File: config.mk
export PLATFORM = sky130hd
export DESIGN_NAME = rk4po_ctrl
export DESIGN_NICKNAME = d
export VERILOG_FILES = /design/src/rtl/core/rk4po_pkg.sv /design/src/rtl/core/rk4po_ctrl.sv
export SDC_FILE = /design/constraint.sdc
export NUM_CORES = 1
export LEC_CHECK = 0
export BUFFER_PORTS_ARGS = -buffer_cell sky130_fd_sc_hd__buf_2
export CAP_MARGIN = 20
export CORE_AREA = 2 2 39 41
export CTS_BUF_LIST = sky130_fd_sc_hd__clkbuf_8
export CTS_CLUSTER_DIAMETER = 150
export DETAILED_ROUTE_END_ITERATION = 10
export DIE_AREA = 0 0 41 43
export PLACE_DENSITY = 0.73
export SETUP_SLACK_MARGIN = 0.2
export SYNTH_ARGS = -nofsm -noshare
export SYNTH_HDL_FRONTEND = slang
export SYNTH_SLANG_ARGS = --single-unit
File: constraint.sdc
create_clock -name clk_i -period 2.22 [get_ports clk_i]
set_input_delay 0.444 -clock clk_i [delete_from_list [all_inputs] [get_ports clk_i]]
set_output_delay 0.444 -clock clk_i [all_outputs]
set_load 0.005 [all_outputs]
File: src/rtl/core/rk4po_pkg.sv
// Shared types, constants and helpers for the photon orbit integrator.
// No dependencies.
`timescale 1ns / 1ps

package rk4po_pkg;

  localparam int VAL_W     = 48;
  localparam int SUM_W     = 52;
  localparam int H_W       = 37;
  localparam int RS_W      = 47;
  localparam int CNT_W     = 14;
  localparam int DNUM_W    = 63;
  localparam int DDEN_W    = 48;
  localparam int CFG_IDX_W = 2;
  localparam int CFG_DAT_W = 47;

  localparam logic signed [VAL_W-1:0] VAL_MAX   = 48'sh7FFF_FFFF_FFFF;
  localparam logic signed [VAL_W-1:0] VAL_MIN   = 48'sh8000_0000_0000;
  localparam logic signed [VAL_W-1:0] FAR_LIMIT = 48'sd6553600000000;

  localparam logic [H_W-1:0]  STEP_RST = 37'd68719477;
  localparam logic [RS_W-1:0] RS_RST   = 47'd68719476736;

  localparam logic [CFG_IDX_W-1:0] CFG_STEP = 2'd0;
  localparam logic [CFG_IDX_W-1:0] CFG_RS   = 2'd1;

  localparam logic [1:0] REASON_ALL  = 2'd0;
  localparam logic [1:0] REASON_CAPT = 2'd1;
  localparam logic [1:0] REASON_ESC  = 2'd2;

  typedef struct packed {
    logic signed [VAL_W-1:0] u_start;
    logic signed [VAL_W-1:0] slope_start;
    logic [CNT_W-1:0]        step_count;
  } rk4po_in_t;

  typedef struct packed {
    logic signed [VAL_W-1:0] radius;
    logic signed [VAL_W-1:0] u_final;
    logic signed [VAL_W-1:0] slope_final;
    logic [CNT_W-1:0]        steps_done;
    logic [1:0]              stop_reason;
  } rk4po_out_t;

  // micro-operations of one RK4 step
  typedef enum logic [2:0] {
    UOP_SQ, UOP_KV, UOP_KP, UOP_DIVU, UOP_DIVV, UOP_DIVR
  } rk4po_uop_e;

  typedef enum logic [2:0] {
    ST_IDLE, ST_INIT, ST_INITW, ST_ISSUE, ST_WAIT, ST_CHECK, ST_OUT
  } rk4po_state_e;

  typedef struct packed {
    logic       load;
    logic       mul_go;
    logic       div_go;
    logic       init;
    rk4po_uop_e uop;
    logic [1:0] stage;
  } rk4po_cmd_t;

  typedef struct packed {
    logic mul_done;
    logic div_done;
    logic n_zero;
    logic finished;
  } rk4po_sts_t;

  // saturate a wide signed sum to 48 bits
  function automatic logic signed [VAL_W-1:0] sat_val(input logic signed [SUM_W-1:0] x);
    logic signed [VAL_W-1:0] r;
    if (x > SUM_W'(VAL_MAX))      r = VAL_MAX;
    else if (x < SUM_W'(VAL_MIN)) r = VAL_MIN;
    else                          r = x[VAL_W-1:0];
    return r;
  endfunction

  // halve, truncating toward zero
  function automatic logic signed [VAL_W-1:0] half_tz(input logic signed [VAL_W-1:0] x);
    logic signed [VAL_W:0] t;
    t = (VAL_W+1)'(x) + $signed({{VAL_W{1'b0}}, x[VAL_W-1]});
    return t[VAL_W:1];
  endfunction

  function automatic logic [VAL_W-1:0] mag_val(input logic signed [VAL_W-1:0] x);
    return x[VAL_W-1] ? VAL_W'(-x) : VAL_W'(x);
  endfunction

endpackage

File: src/rtl/core/rk4po_ctrl.sv
// Controller: sequences the twelve multiplies and three divisions of each RK4 step.
// Depends on rk4po_pkg.
`timescale 1ns / 1ps

module rk4po_ctrl import rk4po_pkg::*; (
  input  logic       clk_i,
  input  logic       rst_ni,
  input  logic       start_i,
  output logic       busy_o,
  output logic       done_o,
  input  rk4po_sts_t sts_i,
  output rk4po_cmd_t cmd_o
);

  rk4po_state_e state_q, state_d;
  rk4po_uop_e   uop_q, uop_d;
  logic [1:0]   stage_q, stage_d;
  logic         is_mul, unit_done;

  always_ff @(posedge clk_i or negedge rst_ni) begin
    if (!rst_ni) begin
      state_q <= ST_IDLE;
      uop_q   <= UOP_SQ;
      stage_q <= '0;
    end else begin
      state_q <= state_d;
      uop_q   <= uop_d;
      stage_q <= stage_d;
    end
  end

  assign is_mul    = (uop_q == UOP_SQ) || (uop_q == UOP_KV) || (uop_q == UOP_KP);
  assign unit_done = is_mul ? sts_i.mul_done : sts_i.div_done;

  // next state and commands
  always_comb begin
    state_d = state_q;
    uop_d   = uop_q;
    stage_d = stage_q;
    cmd_o   = '0;
    cmd_o.uop   = uop_q;
    cmd_o.stage = stage_q;
    unique case (state_q)
      ST_IDLE: begin
        if (start_i) begin
          cmd_o.load = 1'b1;
          uop_d      = UOP_DIVR;
          state_d    = ST_INIT;
        end
      end
      ST_INIT: begin
        cmd_o.init   = 1'b1;
        cmd_o.div_go = 1'b1;
        state_d      = ST_INITW;
      end
      ST_INITW: begin
        cmd_o.init = 1'b1;
        if (sts_i.div_done) begin
          uop_d   = UOP_SQ;
          stage_d = '0;
          state_d = sts_i.n_zero ? ST_OUT : ST_ISSUE;
        end
      end
      ST_ISSUE: begin
        cmd_o.mul_go = is_mul;
        cmd_o.div_go = !is_mul;
        state_d      = ST_WAIT;
      end
      ST_WAIT: begin
        if (unit_done) begin
          state_d = ST_ISSUE;
          unique case (uop_q)
            UOP_SQ: uop_d = UOP_KV;
            UOP_KV: uop_d = UOP_KP;
            UOP_KP: begin
              if (stage_q == 2'd3) uop_d = UOP_DIVU;
              else begin
                uop_d   = UOP_SQ;
                stage_d = stage_q + 2'd1;
              end
            end
            UOP_DIVU: uop_d = UOP_DIVV;
            UOP_DIVV: uop_d = UOP_DIVR;
            default:  state_d = ST_CHECK;
          endcase
        end
      end
      ST_CHECK: begin
        uop_d   = UOP_SQ;
        stage_d = '0;
        state_d = sts_i.finished ? ST_OUT : ST_ISSUE;
      end
      ST_OUT:  state_d = ST_IDLE;
      default: state_d = ST_IDLE;
    endcase
  end

  assign busy_o = (state_q != ST_IDLE);
  assign done_o = (state_q == ST_OUT);

endmodule

### Word level (Yosys, flattened, before mapping)

Index checks and enable logic that the tools add are counted.

* register bits after elaboration: 8
* input port bits: 7
* output and inout port bits: 11
* word-level logic and storage cells: 58

* add/subtract/negate cells: 1
* eq/ne operators: 17
* muxes and demuxes: 24
* reductions and logical operators: 13

Operators with widths (number)
* $mux 3: 9
* $pmux 3 s6: 1
* $pmux 3 s5: 1
* $eq 3x2->1 const B: 4
* $eq 3x3->1 const B: 4
* $pmux 3 s4: 1
* $mux 2: 5
* $ne 2x2->1 const B: 5
* $reduce_and 5->1: 2
* $eq 3x1->1 const B: 2
* $logic_not 3->1: 2
* $ne 6x4->1 const B: 1
* $pmux 2 s3: 1
* $reduce_bool 3->1: 2
* $mux 1: 5
* $reduce_or 5->1: 1
* $reduce_bool 4->1: 1
* $reduce_and 3->1: 1
* $add 2x1->2 const B: 1
* $eq 2x2->1 const B: 1
* $logic_or 1x1->1: 2
* $pmux 1 s2: 1
* $reduce_or 2->1: 1
* $logic_not 1->1: 1

### Logic depth before layout (Yosys ltp)

* depth after elaboration: 6
* depth in mapped cells: 6

### Least setup slack after synthesis

Ideal clock, no wire load.

* kind: register -> register
* start: reg uop_q[1]
* end: reg uop_q[0]
* library setup time: 0.125 ns
* arrival: 1.542 ns
* data required time: 2.095 ns
* slack: 0.553 ns
* stages on the path, launching flop included: 6
* buffers on the path: 0
* clock period less this slack: 1.667 ns
* path through: dfrtp_1 -> a21oi_2 -> mux2i_2 -> o221ai_2 -> nand3b_4 -> mux2_4

* longest elaborated chain between the ends: 6
* elaborated cells on any way between the ends: 14
* classes of those cells: 6 x eq/ne; 4 x mux; 4 x reduce/logical

Ends and longest elaborated chain
* from (decl): line rk4po_ctrl.sv:16 `rk4po_uop_e uop_q, uop_d;`
* from (signal assigned): line rk4po_ctrl.sv:27 `uop_q <= uop_d;`
* $eq 3x1->1 or $logic_not 3->1 (tied branches): line rk4po_ctrl.sv:32, rk4po_ctrl.sv:72
* $logic_or 1x1->1 (2 in series): line rk4po_ctrl.sv:32 `assign is_mul = (uop_q == UOP_SQ) || (uop_q == UOP_KV) || (uop_q == UOP_KP);`
* $mux 1: line rk4po_ctrl.sv:33 `assign unit_done = is_mul ? sts_i.mul_done : sts_i.div_done;`
* $ne 2x2->1 (no line)
* $reduce_and 5->1 (no line)

Several ways; a longest one is shown, not always the timed one. The select of a mux whose other input is x is not followed.
A chain may end at the register's enable or synchronous reset.

### Worst setup path in the final report

* start: reg state_q[1]
* end: reg uop_q[2]

* longest elaborated chain between the ends: 3
* elaborated cells on any way between the ends: 11
* classes of those cells: 7 x eq/ne; 1 x mux; 3 x reduce/logical

Ends and longest elaborated chain
* from (decl): line rk4po_ctrl.sv:15 `rk4po_state_e state_q, state_d;`
* from (signal assigned): line rk4po_ctrl.sv:26 `state_q <= state_d;`
* $eq 3x3->1 (tied with other cells): line rk4po_ctrl.sv:43 `unique case (state_q)`
* $ne 6x4->1 (no line) (tied with other cells)
* $reduce_and 5->1 (no line)

Several ways; a longest one is shown, not always the timed one.

==> metrics <==
Max transition margin=66.2%; Detail Placement HPWL=approximately 1000 um; Final #Nets=97; syn avg cell area=between 9 and 10 um^2; setup_tns=0 ns; synth top area cells=dfrtp_1 (32%), nor2_1 (5.4%), mux2_4 (4.8%); endpoint class of the critical path=flip-flop; LEAKAGE=0.366 nW; switching share of power=42.8%; min Tclk post-route=1.89 ns; Sw Pwr=0.442 mW; Final Util=55.2%; proportion of layout cells with a drive suffix above 1=35.6%; Worst-Margin Slew=0.507 ns; DR iter-0 viols=8; sequential power share=31.3%; ANT cells=0; via count=581; VDD IR-drop max=1020 uV; post-DR vias/cell=5.64; area of the core=1380 um^2; First-pass DRT Iterations=4; pre-CTS setup slack=0.328 ns; CTS HTree Levels=1; final hold vios=0; M2 GR Usage=25.6%; routing usage on met3=7.85%; cts hold-fix bufs=0; Max stage delay on crit path=roughly 0.55 ns; power share of the combinational group=52.0%; Setup CP Type=reg2reg; CTS Buffer Depth=2; Die X=41 um; Max Cap Viol=0; Arr. time, crit path=2.01 ns; # Post-CTS Setup Buffers=0; CP required=around 2.3 ns; HP Class=in2async; Internal=0.590 mW; RePlAce Congestion=0.885; Final Skew=0.00338 ns; chip height=~43 um; synthesized area=627 um^2; PD cells=1350 nW/um^2; outcome=completed; CP max FO=16; placed cells=100; post-route ant nets=0; M1 GR Usage=23.0%; maximum clock frequency=around 530 MHz; largest net degree at the start of global routing=17; antenna violations before repair=0; Yosys top cell area share=31.9%; Post-Synthesis Cells=69; critical path's slowest cell=dfrtp_1; RSZ-0062 raised after global routing=no; #FFs+latches synth=8; CP cell instances=or3_4 > o221ai_2 > nand3b_4 > mux2_4; clock slew seen by the registers of the worst setup and hold paths=0.04 ns; GR peak layer=met2; Tot GR Track Use=17.5%; cell row count=14; Synth area leader=dfrtp_1; Initial Util=45.3%; gr ovfl total=0; clock sink count=8; first-pass GRT wire length=2100 um; # port buffers=17; register area share after synthesis=31.9%; Num CTS Buffers=3; drc violations=0; Non-Filler Instances=103; Slew Viols, Final=0; CTS root buffer=clkbuf_8; drt wl/cell=13.4 um; setup violators final=0; vias in the first global route=between 400 and 500; worst setup margin=0.326 ns; TritonCTS clock tree=yes; Worst-Skew Late Latency=0.23 ns; Cell variety after synth=34; WL final=between 1000 and 1500 um; Startpoint Class=flip-flop; post-CTS sizing=0; period utilization=85.3%; Mapped Nets=77; Layout area overhead=22.0%; I/O pin total=18; die area=approximately 1800 um^2; Warnings, synthesis=0; clock network fraction of total power=16.6%
==> critical path: cells and delay by family, from the launching register on <==
| family | cells | cell delay [ns] |
|---|---|---|
| simple gates | 2 | 0.68 |
| flops | 1 | 0.55 |
| mux | 1 | 0.30 |
| compound gates | 1 | 0.25 |
==> Yosys cell counts (all sizes together) <==
library cell and n:
nor2 9, dfrtp 8, o21ai 7, a21oi 6, inv 4, nand2 4
nand2b 3, nor4b 3, or3 3, a211o 2, mux2 2, nand3b 2
a21o 1, a22oi 1, and3 1, and4 1, buf 1, clkbuf 1
ha 1, mux2i 1, nor3 1, nor3b 1, nor4 1, o221ai 1
o2bb2ai 1, o31a 1, o31ai 1, xnor2 1
==> metrics by stage <==
stage	area (um^2)	hold slack (ns)	power (mW)
2_1_floorplan	627	0.148	0.719
6_report	764	0.0547	1.03
5_1_grt	764	0.0667	1.12
4_1_cts	764	0.0577	1.04
3_5_place_dp	723	0.299	0.863
3_3_place_gp	723	0.298	0.857
==> path summary, 6_finish.rpt <==
kind	from	endpoint	slack [ns]	depth (start not counted)
max	state_q[1]$_DFFE_PN0P_	uop_q[2]$_DFFE_PN0P_	0.33	4
min	rst_ni	uop_q[2]$_DFFE_PN0P_	0.05	1
max reg2reg	state_q[1]$_DFFE_PN0P_	uop_q[2]$_DFFE_PN0P_	0.33	4
min reg2reg	stage_q[1]$_DFFE_PN0P_	stage_q[1]$_DFFE_PN0P_	0.54	1
max in group asynchronous	rst_ni	state_q[0]$_DFFE_PN0P_	1.99	1
min in group clk_i	stage_q[1]$_DFFE_PN0P_	stage_q[1]$_DFFE_PN0P_	0.54	1
==> area by class of cell <==
cell class | count | area, um^2
clock buffers | 3 | 41.3
repair buffers | 17 | 85.1
well taps | 16 | 20.0
inverters | 4 | 15.0
fillers | 128 | 619
multi-input cells | 55 | 403
flip-flops and latches | 8 | 200
==> cells in the final DEF, fill, tap and decap left out, drive strengths merged, types with 2 or more instances in the layout <==
| cell type | n |
|---|---|
| buf | 17 |
| nor2 | 9 |
| dfrtp | 8 |
| o21ai | 7 |
| a21oi | 6 |
| nand2 | 4 |
| inv | 4 |
| nand2b | 3 |
| clkbuf | 3 |
| or3 | 3 |
| nor4b | 3 |
| a211o | 2 |
| mux2 | 2 |
| nand3b | 2 |
==> routing by layer <==
metal / vias to the layer above / part of all wire (%)
li1: 292 / -
met5: - / 0
met2: 12 / 49
met3: 2 / 4.6
met1: 275 / 45
met4: 0 / 0.58
==> cells by family (layout without fill, tap and decap cells) <==
family | Yosys count | in the layout | share of synthesized area, %
mux | 3 | 3 | 6.99
xor+xnor | 1 | 1 | 1.40
fa+ha+maj | 1 | 1 | 2.00
flops | 8 | 8 | 31.9
buf+inv | 6 | 24 | 3.79
simple gates | 29 | 29 | 31.3
compound gates | 21 | 21 | 22.6
==> power groups by stage <==
stage                     Clock (mW)  Combinational [mW]  Sequential, mW
after CTS                      0.176               0.542           0.323
after global routing           0.184               0.596           0.338
after detailed placement           0               0.540           0.323
after global placement             0               0.539           0.318
after floorplan                    0               0.454           0.265
final                          0.172               0.537           0.324
==> sequential cells by signal, indices dropped and copies added, names as in the netlist <==
register  cells
state_q       3
uop_q         3
stage_q       2
No activity file was read; power rests on OpenSTA's default activity.
